[config.mk]
export PLATFORM = sky130hd
export DESIGN_NAME = baseline_rule_list_match_unit
export DESIGN_NICKNAME = d
export VERILOG_FILES = /design/src/blrm_pkg.sv /design/src/blrm_ram.sv /design/src/blrm_ctrl.sv /design/src/blrm_dp.sv /design/src/baseline_rule_list_match_unit.sv
export SDC_FILE = /design/constraint.sdc
export NUM_CORES = 1
export LEC_CHECK = 0
export ABC_AREA = 0
export BUFFER_PORTS_ARGS = -buffer_cell sky130_fd_sc_hd__buf_2
export CORE_ASPECT_RATIO = 0.9
export CORE_MARGIN = 1.5
export CORE_UTILIZATION = 48
export CTS_BUF_LIST = sky130_fd_sc_hd__clkbuf_8
export CTS_CLUSTER_DIAMETER = 50
export DETAILED_ROUTE_END_ITERATION = 6
export GPL_TIMING_DRIVEN = 0
export HOLD_SLACK_MARGIN = 0.02
export PLACE_DENSITY_LB_ADDON = 0.2
export SETUP_SLACK_MARGIN = 0.3
export SLEW_MARGIN = 0
export SYNTH_ARGS = -nofsm -noshare
export SYNTH_HDL_FRONTEND = slang
export SYNTH_SLANG_ARGS = --single-unit
[constraint.sdc]
create_clock -name clk -period 3.7 [get_ports clk]
set_input_delay 0 -clock clk [delete_from_list [all_inputs] [get_ports clk]]
set_output_delay 0 -clock clk [all_outputs]
set_load 0.01 [all_outputs]
[src/blrm_pkg.sv]
// Shared types, codes and the rule match function of the baseline rule list unit.
package blrm_pkg;

	localparam logic [1:0] OP_CLEAR  = 2'd0;
	localparam logic [1:0] OP_APPEND = 2'd1;
	localparam logic [1:0] OP_QUERY  = 2'd2;

	localparam logic [1:0] LVL_ALL      = 2'd0;
	localparam logic [1:0] LVL_SUBARRAY = 2'd1;
	localparam logic [1:0] LVL_STATION  = 2'd2;
	localparam logic [1:0] LVL_PAIR     = 2'd3;

	typedef struct packed {
		logic [1:0] level;
		logic       incl;
		logic [3:0] sub;
		logic [7:0] sta;
		logic [7:0] stb;
	} rule_t;

	typedef enum logic [1:0] {
		ST_IDLE,
		ST_SCAN,
		ST_DRAIN,
		ST_FINISH
	} state_t;

	typedef struct packed {
		logic load;
		logic scan;
	} cmd_t;

	typedef struct packed {
		logic query_in;
		logic skip;
		logic last;
	} stat_t;

	function automatic logic rule_cites(rule_t r, logic [3:0] sub, logic [7:0] a,
			logic [7:0] b);
		logic hit;
		case (r.level)
			LVL_ALL:      hit = 1'b1;
			LVL_SUBARRAY: hit = (r.sub == sub);
			LVL_STATION:  hit = (r.sub == sub) && ((r.sta == a) || (r.sta == b));
			LVL_PAIR:     hit = (r.sub == sub) &&
				(((r.sta == a) && (r.stb == b)) || ((r.sta == b) && (r.stb == a)));
			default:      hit = 1'b0;
		endcase
		return hit;
	endfunction

endpackage

[src/blrm_ram.sv]
// Generic single-write, single-read RAM with registered read data.
module blrm_ram #(
	parameter int WIDTH = 8,
	parameter int DEPTH = 16,
	localparam int AW = (DEPTH > 1) ? $clog2(DEPTH) : 1
) (
	input  logic             clk,
	input  logic             we,
	input  logic [AW-1:0]    waddr,
	input  logic [WIDTH-1:0] wdata,
	input  logic             re,
	input  logic [AW-1:0]    raddr,
	output logic [WIDTH-1:0] rdata
);

	logic [WIDTH-1:0] mem [DEPTH];
	logic [WIDTH-1:0] rdata_q;

	always_ff @(posedge clk) begin
		if (we) begin
			mem[waddr] <= wdata;
		end
		if (re) begin
			rdata_q <= mem[raddr];
		end
	end

	assign rdata = rdata_q;

endmodule

[src/blrm_ctrl.sv]
// Controller state machine: sequences accept, rule scan and result beat.
module blrm_ctrl (
	input  logic                clk,
	input  logic                arst_n,
	input  logic                start,
	input  blrm_pkg::stat_t     st,
	output blrm_pkg::cmd_t      cmd,
	output logic                busy,
	output logic                done
);

	blrm_pkg::state_t state_q, state_d;

	always_ff @(posedge clk or negedge arst_n) begin
		if (!arst_n) begin
			state_q <= blrm_pkg::ST_IDLE;
		end else begin
			state_q <= state_d;
		end
	end

	always_comb begin
		state_d  = state_q;
		cmd.load = 1'b0;
		cmd.scan = 1'b0;
		busy     = 1'b1;
		done     = 1'b0;
		case (state_q)
			blrm_pkg::ST_IDLE: begin
				busy = 1'b0;
				if (start) begin
					cmd.load = 1'b1;
					state_d  = st.query_in ? blrm_pkg::ST_SCAN : blrm_pkg::ST_FINISH;
				end
			end
			blrm_pkg::ST_SCAN: begin
				if (st.skip) begin
					state_d = blrm_pkg::ST_FINISH;
				end else begin
					cmd.scan = 1'b1;
					if (st.last) begin
						state_d = blrm_pkg::ST_DRAIN;
					end
				end
			end
			// last read word is being evaluated
			blrm_pkg::ST_DRAIN: begin
				state_d = blrm_pkg::ST_FINISH;
			end
			blrm_pkg::ST_FINISH: begin
				done    = 1'b1;
				state_d = blrm_pkg::ST_IDLE;
			end
			default: begin
				state_d = blrm_pkg::ST_IDLE;
			end
		endcase
	end

endmodule

[src/blrm_dp.sv]
// Datapath: rule memory, rule count, scan index and last-match register.
module blrm_dp #(
	parameter int MAX_RULES     = 16,
	parameter int MAX_STATIONS  = 256,
	parameter int MAX_SUBARRAYS = 16
) (
	input  logic             clk,
	input  logic             arst_n,
	input  blrm_pkg::cmd_t   cmd,
	output blrm_pkg::stat_t  st,
	input  logic [1:0]       operation,
	input  logic [1:0]       rule_level,
	input  logic             rule_include,
	input  logic [3:0]       subarray,
	input  logic [7:0]       station_a,
	input  logic [7:0]       station_b,
	output logic             included,
	output logic             status,
	output logic [4:0]       rule_count
);

	localparam int AW = (MAX_RULES > 1) ? $clog2(MAX_RULES) : 1;
	localparam int CW = $clog2(MAX_RULES + 1);
	localparam int EW = $bits(blrm_pkg::rule_t);

	logic [CW-1:0]   held_q;
	logic [AW-1:0]   idx_q;
	logic            skip_q;
	logic            match_q;
	logic            status_q;
	logic            rd_valid_s1;
	logic [3:0]      sub_q;
	logic [7:0]      sta_q;
	logic [7:0]      stb_q;

	logic            full;
	logic            wr_en;
	logic            out_of_range;
	blrm_pkg::rule_t wr_entry;
	blrm_pkg::rule_t rd_entry;
	logic [EW-1:0]   rd_word;
	logic [31:0]     held_ext;

	assign full = (held_q >= CW'(MAX_RULES));
	assign wr_en = cmd.load && (operation == blrm_pkg::OP_APPEND) && !full;
	assign out_of_range = (32'(subarray) >= 32'(MAX_SUBARRAYS)) ||
		(32'(station_a) >= 32'(MAX_STATIONS)) ||
		(32'(station_b) >= 32'(MAX_STATIONS));

	always_comb begin
		wr_entry.level = rule_level;
		wr_entry.incl  = rule_include;
		wr_entry.sub   = subarray;
		wr_entry.sta   = station_a;
		wr_entry.stb   = station_b;
	end

	blrm_ram #(
		.WIDTH (EW),
		.DEPTH (MAX_RULES)
	) u_rules (
		.clk   (clk),
		.we    (wr_en),
		.waddr (held_q[AW-1:0]),
		.wdata (wr_entry),
		.re    (cmd.scan),
		.raddr (idx_q),
		.rdata (rd_word)
	);

	assign rd_entry = blrm_pkg::rule_t'(rd_word);

	always_ff @(posedge clk or negedge arst_n) begin
		if (!arst_n) begin
			held_q      <= '0;
			idx_q       <= '0;
			skip_q      <= 1'b1;
			rd_valid_s1 <= 1'b0;
			match_q     <= 1'b0;
			status_q    <= 1'b0;
		end else begin
			rd_valid_s1 <= cmd.scan;
			if (cmd.load) begin
				idx_q    <= '0;
				match_q  <= 1'b0;
				status_q <= 1'b0;
				skip_q   <= out_of_range || (held_q == '0);
				case (operation)
					blrm_pkg::OP_CLEAR: begin
						held_q <= '0;
					end
					blrm_pkg::OP_APPEND: begin
						if (full) begin
							status_q <= 1'b1;
						end else begin
							held_q <= held_q + CW'(1);
						end
					end
					default: begin
					end
				endcase
			end else begin
				if (cmd.scan) begin
					idx_q <= idx_q + AW'(1);
				end
				// newest matching rule wins
				if (rd_valid_s1 && blrm_pkg::rule_cites(rd_entry, sub_q, sta_q, stb_q)) begin
					match_q <= rd_entry.incl;
				end
			end
		end
	end

	always_ff @(posedge clk) begin
		if (cmd.load) begin
			sub_q <= subarray;
			sta_q <= station_a;
			stb_q <= station_b;
		end
	end

	assign st.query_in = (operation == blrm_pkg::OP_QUERY);
	assign st.skip     = skip_q;
	assign st.last     = ((CW'(idx_q) + CW'(1)) == held_q);

	assign held_ext   = 32'(held_q);
	assign included   = match_q;
	assign status     = status_q;
	assign rule_count = held_ext[4:0];

endmodule

[src/baseline_rule_list_match_unit.sv]
// Baseline rule list match unit: top level joining controller and datapath.
//
// One item is taken when start is high and busy is low; its single result
// beat shows on included, status and rule_count for exactly one cycle with
// done high, and must be taken then since there is no way to hold it off.
// Clear, append and the unused operation code go from accept straight to the
// result beat. A query passes through the scan and drain states, since the
// rule memory has one read port and is scanned one rule per cycle, oldest
// first, keeping the last rule that matches; it skips the scan when the list
// is empty or the subarray or a station is out of range. busy stays high
// until the result beat has gone out. No clearing pass is needed after reset.
module baseline_rule_list_match_unit #(
	parameter int MAX_RULES     = 16,
	parameter int MAX_STATIONS  = 256,
	parameter int MAX_SUBARRAYS = 16
) (
	input  logic       clk,
	input  logic       arst_n,
	input  logic       start,
	output logic       busy,
	input  logic [1:0] operation,
	input  logic [1:0] rule_level,
	input  logic       rule_include,
	input  logic [3:0] subarray,
	input  logic [7:0] station_a,
	input  logic [7:0] station_b,
	output logic       done,
	output logic       included,
	output logic       status,
	output logic [4:0] rule_count
);

	blrm_pkg::cmd_t  cmd;
	blrm_pkg::stat_t st;

	blrm_ctrl u_ctrl (
		.clk    (clk),
		.arst_n (arst_n),
		.start  (start),
		.st     (st),
		.cmd    (cmd),
		.busy   (busy),
		.done   (done)
	);

	blrm_dp #(
		.MAX_RULES     (MAX_RULES),
		.MAX_STATIONS  (MAX_STATIONS),
		.MAX_SUBARRAYS (MAX_SUBARRAYS)
	) u_dp (
		.clk          (clk),
		.arst_n       (arst_n),
		.cmd          (cmd),
		.st           (st),
		.operation    (operation),
		.rule_level   (rule_level),
		.rule_include (rule_include),
		.subarray     (subarray),
		.station_a    (station_a),
		.station_b    (station_b),
		.included     (included),
		.status       (status),
		.rule_count   (rule_count)
	);

endmodule

=== After elaboration in Yosys (flattened, before gate mapping) ===
Memory sizes are Yosys's and may differ from the RTL's. A register that Yosys moved wholly into a read port is not among the register bits.
Index checks and enable logic that the tools add are counted.

* Register bits: 35
* Latch bits: 0
* RAM bits: 368
* Memory bits (read-only): 0
* Output and inout bits: 9
* Word-level logic and storage cells: 74
* Memories kept: 1

* Add/sub/neg operators: 3
* $mul: 0
* Div/mod/pow operators: 0
* $lt $le $gt $ge: 1
* Eq/ne operators: 17
* Shifts and indexed selects: 0
* Muxes and demuxes: 23
* Bitwise operators: 0
* Reduce and logical (&&, ||, !) cells: 19

{| class="wikitable"
|+ Memories
! memory !! words !! width !! rd ports !! clocked after Yosys merged registers in !! wr ports !! RTL line !! text
|-
| u_dp.u_rules.mem || 16 || 23 || 1 || 1 || 1 || blrm_ram.sv:16 || <nowiki>logic [WIDTH-1:0] mem [DEPTH];</nowiki>
|}

{| class="wikitable"
|+ Operators with widths
! operator !! count
|-
| $eq A8 B8 Y1 || 4
|-
| $mux W1 || 13
|-
| $eq A2 B2 Y1 const B || 5
|-
| $pmux W5 S2 || 1
|-
| $mux W2 || 4
|-
| $mux W4 || 2
|-
| $pmux W2 S4 || 1
|-
| $logic_and A1 B1 Y1 || 7
|-
| $eq A2 B1 Y1 const B || 3
|-
| $logic_not A2 Y1 || 3
|-
| $reduce_bool A2 Y1 || 3
|-
| $add A4 B1 Y5 const B || 1
|-
| $add A5 B1 Y5 const B || 1
|-
| $eq A5 B5 Y1 || 1
|-
| $ge A5 B5 Y1 const B || 1
|-
| $logic_not A5 Y1 || 1
|-
| $mux W5 || 1
|-
| $add A4 B1 Y4 const B || 1
|-
| $eq A4 B4 Y1 || 1
|-
| $ne A2 B2 Y1 const B || 2
|-
| $pmux W1 S4 || 1
|-
| $ne A3 B2 Y1 const B || 1
|-
| $reduce_and A3 Y1 || 1
|-
| $logic_or A1 B1 Y1 || 2
|-
| 2 further kinds || 2
|}

=== Longest topological paths before layout ===
Gate-level depths: netlist (run 1).

* Word-level depth: 9
* Gate-level depth with buffers: 8
* Gate-level depth less buffers: 8

=== Hierarchy ===
From an unflattened synthesis (run 1), not the netlist that was laid out.

* Cell total of the unflattened synthesis: 776
* Area, all modules: 16,515.8 um2

{| class="wikitable"
|+ By module, submodules not included
! module !! times used !! cells each !! area each (um2) !! sequential area each (um2)
|-
| blrm_ram || 1 || 608 || 14,538.9 || 11,741.3
|-
| blrm_dp || 1 || 146 || 1,742.9 || 927.1
|-
| blrm_ctrl || 1 || 22 || 234.0 || 50.0
|}

=== Worst setup path before layout (run 1) ===
No wires, ideal clock.

* Kind: register -> register
* Start point: reg u_ctrl.state_q[0]
* End point: mem u_dp.u_rules.mem[10][0] (netlist name), enable pin
* Setup time: 0.382 ns
* Arrival time: 2.129 ns
* Data required time: 3.318 ns
* Setup slack: 1.189 ns
* Stages on the path, launching flop included: 7
* Cell sequence: dfrtp_1 inv_1 ha_1 nand2_1 nor3_1 and3b_1 and2_1

* Word-level cells in the longest chain between the ends: 6

{| class="wikitable"
|+ Ends and longest elaborated chain
! item !! RTL line !! text
|-
| from (decl) || blrm_ctrl.sv:12 || <nowiki>blrm_pkg::state_t state_q, state_d;</nowiki>
|-
| from (signal assigned) || blrm_ctrl.sv:16 || <nowiki>state_q <= blrm_pkg::ST_IDLE;</nowiki>
|-
| from (signal assigned) || blrm_ctrl.sv:18 || <nowiki>state_q <= state_d;</nowiki>
|-
| $logic_not A2 Y1 || blrm_ctrl.sv:28 || <nowiki>case (state_q)</nowiki>
|-
| $mux W1 || blrm_ctrl.sv:28 ||
|-
| $logic_and A1 B1 Y1 (2 in a row) || blrm_dp.sv:45 || <nowiki>assign wr_en = cmd.load && (operation == blrm_pkg::OP_APPEND) && !full;</nowiki>
|-
| $mux W1 || blrm_ram.sv:20 || <nowiki>if (we) begin</nowiki>
|-
| $mux W1 (not written as such) || blrm_ram.sv:21 || <nowiki>mem[waddr] <= wdata;</nowiki>
|-
| to (decl) || blrm_ram.sv:16 ||
|}

Every way passes these cells.

=== Worst setup path after layout (run 1) ===
* Start point: reg u_ctrl.state_q[0]
* End point: mem u_dp.u_rules.mem[15][14] (netlist name), enable pin

Same word-level chain as after synthesis.

==> results.md, run 1 <==
- The flow ran to the end, and the final reports show no timing, DRC or antenna violations.
- The number of violations reported at the end of detailed-routing iteration 0 is between 600 and 700.
- For this run, asynchronously set or reset flops after synthesis account for 0.0352.
- Max-cap violations in this run came to 0.
- The share of layout cells above drive strength 1 is 0.295.
- The initial antenna violation count came to 0.
- The number of clock buffers inserted by TritonCTS is 69.
- The CTS clock-pin slew for the worst setup and hold paths is ~60 ps.
- The number of hold violations in the final report is 0.
- The internal power is between 9 and 10 mW.
- For the pin with the worst max-slew slack, the measured transition is around 1200 ps.
- Of the total power, the share spent switching nets is 0.283.
- The leakage power of the design is between 6 and 7 nW.
- The number of non-filler instances in the completed layout is about 1,400.
- STA puts the critical path data arrival time at between 3000 and 4000 ps.
- The synthesized design spends more area on one cell type than any other, namely sky130_fd_sc_hd__edfxtp_1.
- TritonCTS built the clock tree.
- Summing every instance area after synthesis gives about 17,000 sq um.
- The flip-flop and latch count after synthesis is approximately 430.
- The half-perimeter wire length of the detailed placement result is around 20 mm.
- The critical path data required time is between 3000 and 4000 ps.
- Setup repair after global routing left no endpoint under its margin.
- The number of nets at the end of the flow is approximately 900.
- The H-tree level count is 3.
- The number of failing setup endpoints in the final timing report is 0.
- Of the post-synthesis cell area, the dominant cell type holds 0.746.
- The first TritonRoute pass finished after 5 iterations.
- The maximum VDD drop is 0.287 mV.
- The net switching component of the power is 3.61 mW.
- The root buffer cell chosen for the clock tree is sky130_fd_sc_hd__clkbuf_8.
- The DRC violation count after routing is 0.
- By area the synthesized netlist is led by sky130_fd_sc_hd__edfxtp_1 75%, sky130_fd_sc_hd__mux4_2 16%, sky130_fd_sc_hd__dfrtp_1 2.1%, sky130_fd_sc_hd__xor2_1 1.2%, sky130_fd_sc_hd__xnor2_1 1.1%.
- The starting utilization of the core area is 0.487.
- In this run the tool buffered the top-level ports with 36 buffer cells.
- The worst setup path is launched from a register.
- Entering global routing, the biggest net connects 30 pins.
- The total negative setup slack is 0 ps.
- The total number of placement rows is 64.
- By count the netlist is led by 411 x sky130_fd_sc_hd__edfxtp_1, 115 x sky130_fd_sc_hd__mux4_2, 23 x sky130_fd_sc_hd__xor2_1.
- STA classifies the critical path endpoint as a register.
- The count of antenna diodes in the layout is 0.
- The number of global-route vias before repair is 8,110.
- In this run the worst path has a maximum fanout of 23.
- The number of nets handed over by synthesis was roughly 760.
- In the final routed layout, each cell accounts on average for between 20 and 25 microns.
- The number of sinks on the clock net is 426.
- Of the available clock period, the critical path in the final layout requires 0.839.
- The overall die width is ~200 microns.
- The first global-routing pass estimated approximately 51 mm of wire.
- The die outline area is about 36,000 sq um.
- The number of buffers added for setup after CTS is 0.
- The via total after detailed routing is ~7,800.
- The relative contribution of combinational cells to total power is 0.251.
- Yosys instantiated no cell more often than sky130_fd_sc_hd__edfxtp_1.
- The average cell area after synthesis is around 23 sq um.
- The total overflow left after global routing is 0.
- The number of flops mapped to enable cells by yosys is roughly 400.
- The total core area is ~34,000 sq um.
- The worst pin sits at a relative slew slack of 0.225.
- The power share of the clock group is 0.288.
- Measured along the y axis, the die boundary spans roughly 180 microns.
- Among all flip-flop cells after synthesis, the most frequent one is sky130_fd_sc_hd__edfxtp_1.
- The routed design has 34.2 mm of wire.
- The number of placed instances, taps included is approximately 1,200.
- The part of the power in registers is 0.461.
- The startpoint-to-endpoint class of the critical path is reg2reg.
- The power density over cell area is between 600 and 700 nW/um^2.
- The maximum clock path buffer count is 3.
- The path class of the tightest hold or removal check is in2reg.
- The number of distinct library cells after synthesis is about 40.
- The clock period could shrink to 3110 ps.
- Routability-driven placement finished with a final weighted congestion of ~0.90.
- The cell count after synthesis came out at a little over 700.
- The share of the Yosys chip area taken by registers is 0.769.
- The count of pins over their slew limit is 0.
- The core utilization of the finished layout is 0.555.
- Yosys printed 0 warnings.
- The detail route stage leaves a number of antenna-violating nets equal to 0.
- In this run the count of I/O pins placed on the die edge is 37.
- The maximum clock frequency is 322 MHz.
- Across the routed clock network, the largest skew measured is roughly 29 ps.
- The global-route usage over all layers is 0.202.
- The signed area change from the synthesized netlist to the final layout is 13.9%.
- The clock latency of the later-clocked register in the worst-skew pair is just under 600 ps.
- The via density per instance is between 5 and 6.
==> path summary, 6_finish.rpt <==
path                                   start                  endpoint  slack, ps  depth (start not counted)
hold reg to reg                  u_dp.status               u_dp.status        500                          1
hold / removal                  station_a[1]    u_dp.u_rules.mem[2][9]        330                          2
setup reg to reg           u_ctrl.state_q[0]  u_dp.u_rules.mem[15][14]        590                          6
max in group asynchronous             arst_n             u_dp.idx_q[0]       2160                          4
min in group asynchronous             arst_n               u_dp.skip_q        430                          3
setup / recovery           u_ctrl.state_q[0]  u_dp.u_rules.mem[15][14]        590                          6
==> worst max-delay path: stages (launching register included) <==
cell,delay (ps)
sky130_fd_sc_hd__dfrtp_1,420
sky130_fd_sc_hd__inv_1,110
sky130_fd_sc_hd__ha_1,180
sky130_fd_sc_hd__nand2_1,210
sky130_fd_sc_hd__nor3_1,740
sky130_fd_sc_hd__and3_1,300
sky130_fd_sc_hd__and2_2,730
==> power groups by stage <==
stage / sequential, mW / clock [mW] / combinational (mW)
after floorplan: 5.90 / 0 / 2.31
after global placement: 5.95 / 0 / 3.14
after detailed placement: 5.96 / 0 / 3.21
after CTS: 5.86 / 3.74 / 3.26
after global routing: 5.89 / 3.94 / 3.46
final: 5.87 / 3.66 / 3.20
==> sequential cells by signal, indices dropped and copies added, names as in the netlist, 2 cells and up <==
signal and flops:
u_dp.idx_q 4, u_ctrl.state_q 2, u_dp.sta_q 8, u_dp.u_rules.mem 368
u_dp.stb_q 8, u_dp.sub_q 4, u_dp.u_rules.rdata 23, u_dp.rule_count 5
==> cell usage in the layout, fill, tap and decap left out, types with 4 or more instances in the layout <==
| cell | Yosys | routed |
|---|---|---|
| sky130_fd_sc_hd__edfxtp_1 | 411 | 411 |
| sky130_fd_sc_hd__mux4_2 | 115 | 115 |
| sky130_fd_sc_hd__clkbuf_8 | 0 | 73 |
| sky130_fd_sc_hd__buf_2 | 9 | 45 |
| sky130_fd_sc_hd__inv_1 | 8 | 32 |
| sky130_fd_sc_hd__dlygate4sd3_1 | 0 | 30 |
| sky130_fd_sc_hd__xor2_1 | 23 | 23 |
| sky130_fd_sc_hd__xnor2_1 | 20 | 20 |
| sky130_fd_sc_hd__nor2_1 | 15 | 15 |
| sky130_fd_sc_hd__dfrtp_1 | 14 | 14 |
| sky130_fd_sc_hd__clkbuf_1 | 12 | 11 |
| sky130_fd_sc_hd__clkinv_1 | 0 | 11 |
| sky130_fd_sc_hd__ha_1 | 9 | 9 |
| sky130_fd_sc_hd__nand2_1 | 8 | 8 |
| sky130_fd_sc_hd__and3_2 | 0 | 8 |
| sky130_fd_sc_hd__and2_2 | 0 | 8 |
| sky130_fd_sc_hd__buf_6 | 6 | 6 |
| sky130_fd_sc_hd__nor4_1 | 6 | 6 |
| sky130_fd_sc_hd__nand4_1 | 6 | 6 |
| sky130_fd_sc_hd__buf_1 | 5 | 5 |
| sky130_fd_sc_hd__a21oi_1 | 5 | 5 |
| sky130_fd_sc_hd__o21ai_0 | 5 | 5 |
| sky130_fd_sc_hd__clkinv_2 | 0 | 5 |
| sky130_fd_sc_hd__nor3_1 | 4 | 4 |
==> final cells by class <==
type | count | area (sq um)
Clock buffer | 73 | 1000
Inverter | 8 | 30.0
Multi-Input combinational cell | 258 | 3630
Buffer | 32 | 178
Sequential cell | 426 | 12700
Timing Repair Buffer | 66 | 480
Clock inverter | 45 | 220
Fill cell | 2592 | 15100
Tap cell | 462 | 578
==> cell families after synthesis <==
family	synth area share
flip-flops	0.769
multiplexers	0.158
AND/OR/NAND/NOR	0.0214
XOR/XNOR	0.0228
buffers and inverters	0.0125
AO/OA/AOI/OAI	0.00931
adder cells (fa/ha/maj)	0.00681
==> per-layer routing <==
| layer | GRT usage | share of wire | vias up |
|---|---|---|---|
| met1 | 0.280 | 0.44 | 4101 |
| li1 | - | - | 3317 |
| met3 | 0.0361 | 0.050 | 62 |
| met5 | 0 | 0 | - |
| met4 | 0.0754 | 0.023 | 0 |
| met2 | 0.326 | 0.49 | 270 |
==> stage by stage <==
stage          setup WS, ps  hold WS, ps  instance area, sq um  power, mW
2_1_floorplan          1190         -296                 16500       8.21
3_3_place_gp            358        -84.1                 17300       9.09
3_5_place_dp            685        -63.4                 17300       9.17
4_1_cts                 646          297                 18800       12.9
5_1_grt                 440          331                 18800       13.3
6_report                594          331                 18800       12.7
==> what timing repair did <==
item / in CTS / in global routing
hold buffers: 30 / 0
resized for setup: 0 / 0
endpoints found under the hold margin: 413 / 0
Note: power is estimated with default switching activity, not from simulation.
==> run 2, diff against run 1 <==
Clock period 3.7 ns to 2.9 ns, I/O delays scaled along.
==> results.md, run 2 (synthesized netlist as in run 1, its figures left out) <==
- The wire length reported by the detailed router is 35.7 mm.
- The endpoint type of the worst setup path is a register.
- The number of hold violations in the final report was 0.
- The clock latency of the later-clocked register in the worst-skew pair is roughly 600 ps.
- The number of clock buffers inserted by TritonCTS is between 60 and 70.
- Port buffering added 36 buffers.
- The first global-routing pass estimated around 50 mm of wire.
- Of the total power, combinational logic draws 0.254.
- The minimum clock period is about 2700 ps.
- Of all nets on the critical path, the largest fanout is 23.
- For this configuration, the core starts out at a cell density of 0.487.
- The floorplan step defined a core boundary enclosing around 34,000 sq um.
- The maximum clock frequency is about 370 MHz.
- The worst-case IR drop observed on VDD is 0.366 mV.
- After global routing, the most crowded layer is met2.
- The analysis attributes to cell leakage a power of slightly above 6 nW.
- The half-perimeter wire length of the detailed placement result is approximately 19 mm.
- The placed instances occupy a cell area of 17,300 sq um.
- The DRC violation count after routing is 0.
- The power share of the clock group is 0.287.
- The die outline area is roughly 36,000 sq um.
- The register with the most flip-flops in the final layout is u_dp.u_rules.mem.
- Of the cells placed in the final design, the portion with a size suffix greater than 1 is 0.310.
- The clock tree from TritonCTS is yes.
- The depth of the worst register-to-register path is 5.
- The global-route usage over all layers is 0.202.
- The H-tree was split into 3 levels.
- The design draws about 16 mW.
- The finished cells cover ~19,000 sq um.
- The count of max-cap constraint violations is 0.
- The power density over cell area is 860 nW/um^2.
- The multi-input combinational cell area is around 3700 sq um.
- Traced cell by cell, the critical path runs through inv_1, ha_1, nand2_1, nor4_1, and3_4.
- The delay contributed by the slowest stage of the critical path is ~700 ps.
- Along the worst hold path, the cell count comes to 4.
- For this block, the via count after detailed routing is approximately 8,000.
- The placer's final routability congestion estimate is 0.898.
- The count of pins over their slew limit is 0.
- The number of failing setup endpoints in the final timing report is 0.
- The min-delay analysis places its worst path in the category in2reg.
- The maximum clock path buffer count is 3.
- The signed area change from the synthesized netlist to the final layout is 14.6%.
- The part of the power in registers is 0.459.
- The CTS clock-pin slew for the worst setup and hold paths is about 60 ps.
- The fraction of met1 tracks used by global routing is 0.280.
- Measured along the x axis, the die boundary spans a little under 200 microns.
- The I/O pin count is 37.
- The number of sinks on the clock net is approximately 430.
- The die is about 180 microns tall.
- For this run the aggregate overflow at the end of global routing stands at 0.
- The instance count on the critical path is 5.
- The maximum number of pins on one net before global-route repair is 30.
- For the worst setup path, the data arrival time is about 2900 ps.
- For this run, the detailed router's first-pass iteration total came to 5.
- The library cells used most frequently in the layout, excluding fill and tap cells, are 411 x sky130_fd_sc_hd__edfxtp_1, 115 x sky130_fd_sc_hd__mux4_2, 73 x sky130_fd_sc_hd__clkbuf_8, 48 x sky130_fd_sc_hd__buf_2, 31 x sky130_fd_sc_hd__inv_1.
- For this run, global-route usage on met2 was measured as 0.326.
- The cell family with the largest share of critical-path delay is simple AND/OR/NAND/NOR gates.
- The root buffer cell chosen for the clock tree is sky130_fd_sc_hd__clkbuf_8.
- In this run the tightest slew margin relative to its limit is 0.272.
- For the final routed database, the setup TNS stands at 0 ps.
- The number of violations reported at the end of detailed-routing iteration 0 is approximately 750.
- The critical path launch point is u_ctrl.state_q[0].
- The number of non-filler instances in the completed layout is between 1,000 and 1,500.
- The transition at the pin with the smallest max-transition slack is ~1100 ps.
- The run finished with clean final reports.
- The worst setup path is of the reg2reg kind.
- The total number of placement rows is 64.
- The internal power is ~12 mW.
- The worst setup path is launched from a register.
- The initial antenna violation count is 0.
- Including well taps, the total number of placed cells is 1,222.
- The repair_antennas step left the layout with diodes totalling 0.
- The fraction of the cycle the final worst path needs is 0.935.
- The via density per instance is 5.70.
- The critical-path cell with the highest stage delay is sky130_fd_sc_hd__nor4_1.
- The critical path data required time is ~3100 ps.
- On the final layout, the worst clock skew is roughly 31 ps.
- The routed wirelength normalized by instance count is approximately 26 microns.
- The worst hold path begins at operation[0].
- The sequential cells in the finished layout cover a total of roughly 13,000 sq um.
- For met3 alone, demand over resource in global routing was 0.0361.
- The analysis attributes to net switching a power of ~4.7 mW.
- The post-route worst hold slack is about 290 ps.
- At the end of the flow, the number of nets in the layout was roughly 900.
- The number of buffer and inverter stages on the critical path is 1.
- The critical register-to-register path startpoint is u_ctrl.state_q[0].
- The register with the most flip-flops in the layout has roughly 370 of them.
- Leaving out fill and tap cells, the most frequent cell in the layout is sky130_fd_sc_hd__edfxtp_1.
- Of the total power, the share spent switching nets is 0.286.
- Setup repair after global routing could not meet its margin everywhere.
- The number of global-route vias before repair is 8,106.
- The layout has about 2,600 filler cells.
- The detail route stage leaves a number of antenna-violating nets equal to 0.
## run 2: cell types whose count changed in the layout (fill, tap and decap cells not counted), moves of 3 or more
cell,change
sky130_fd_sc_hd__and2_4,+12
sky130_fd_sc_hd__and2_2,-8
sky130_fd_sc_hd__and3_2,-8
sky130_fd_sc_hd__and3_4,+8
sky130_fd_sc_hd__buf_1,-3
sky130_fd_sc_hd__buf_2,+3
sky130_fd_sc_hd__buf_4,+3
sky130_fd_sc_hd__clkbuf_1,-3
sky130_fd_sc_hd__clkbuf_2,+3
## run 2: worst register-to-register path, cell delays in order, from the launching register on
cell                      delay, ps
sky130_fd_sc_hd__dfrtp_1        420
sky130_fd_sc_hd__inv_1          110
sky130_fd_sc_hd__ha_1           180
sky130_fd_sc_hd__nand2_1        270
sky130_fd_sc_hd__nor4_1         700
sky130_fd_sc_hd__and3_4         620
## run 2: worst paths after layout
kind                                            to  slack (ps)
min in group asynchronous              u_dp.skip_q         420
min reg2reg                            u_dp.status         500
max                        u_dp.u_rules.mem[7][11]         190
max reg2reg                u_dp.u_rules.mem[7][11]         190
min                             u_dp.rule_count[4]         290
max in group asynchronous            u_dp.idx_q[0]        1360
## run 2: cell type report
cell class / instances / share of cell area
buffer: 32 / 0.00977
clock buffer: 73 / 0.0530
clock inverter: 45 / 0.0116
inverter: 8 / 0.00178
multi-input combinational: 262 / 0.196
sequential: 426 / 0.671
tap: 462 / 0.0305
timing repair buffer: 68 / 0.0260
## run 2: through the flow
step / util / worst slack (ps)
6_report: 0.558 / 188
5_1_grt: 0.558 / 109
4_1_cts: 0.556 / 159
3_5_place_dp: 0.510 / -115
3_3_place_gp: 0.509 / -442
2_1_floorplan: - / 389
## run 2: timing repair
action | 4_1_cts | 5_1_grt
gates cloned | 0 | 4
setup buffers | 0 | 3
pin swaps | 0 | 1
endpoints found under the hold margin | 412 | 0
resized for setup | 22 | 10
hold buffers | 29 | 0
endpoints found under the setup margin | 356 | 282
## run 2: power groups by stage
| stage | Clock [mW] | Sequential, mW | Combinational [mW] |
|---|---|---|---|
| floorplan | 0 | 7.53 | 2.94 |
| global placement | 0 | 7.59 | 4.00 |
| detailed placement | 0 | 7.60 | 4.09 |
| CTS | 4.77 | 7.48 | 4.18 |
| global route | 5.03 | 7.51 | 4.46 |
| finish | 4.68 | 7.49 | 4.14 |
## run 2: per-layer routing
metal  share of wire  up-vias  routed length, microns
met5               0        -                       0
met1            0.42     4161                   15000
met2            0.49      287                   17600
met3           0.062       69                    2210
li1                -     3333                       -
met4           0.025        0                     877
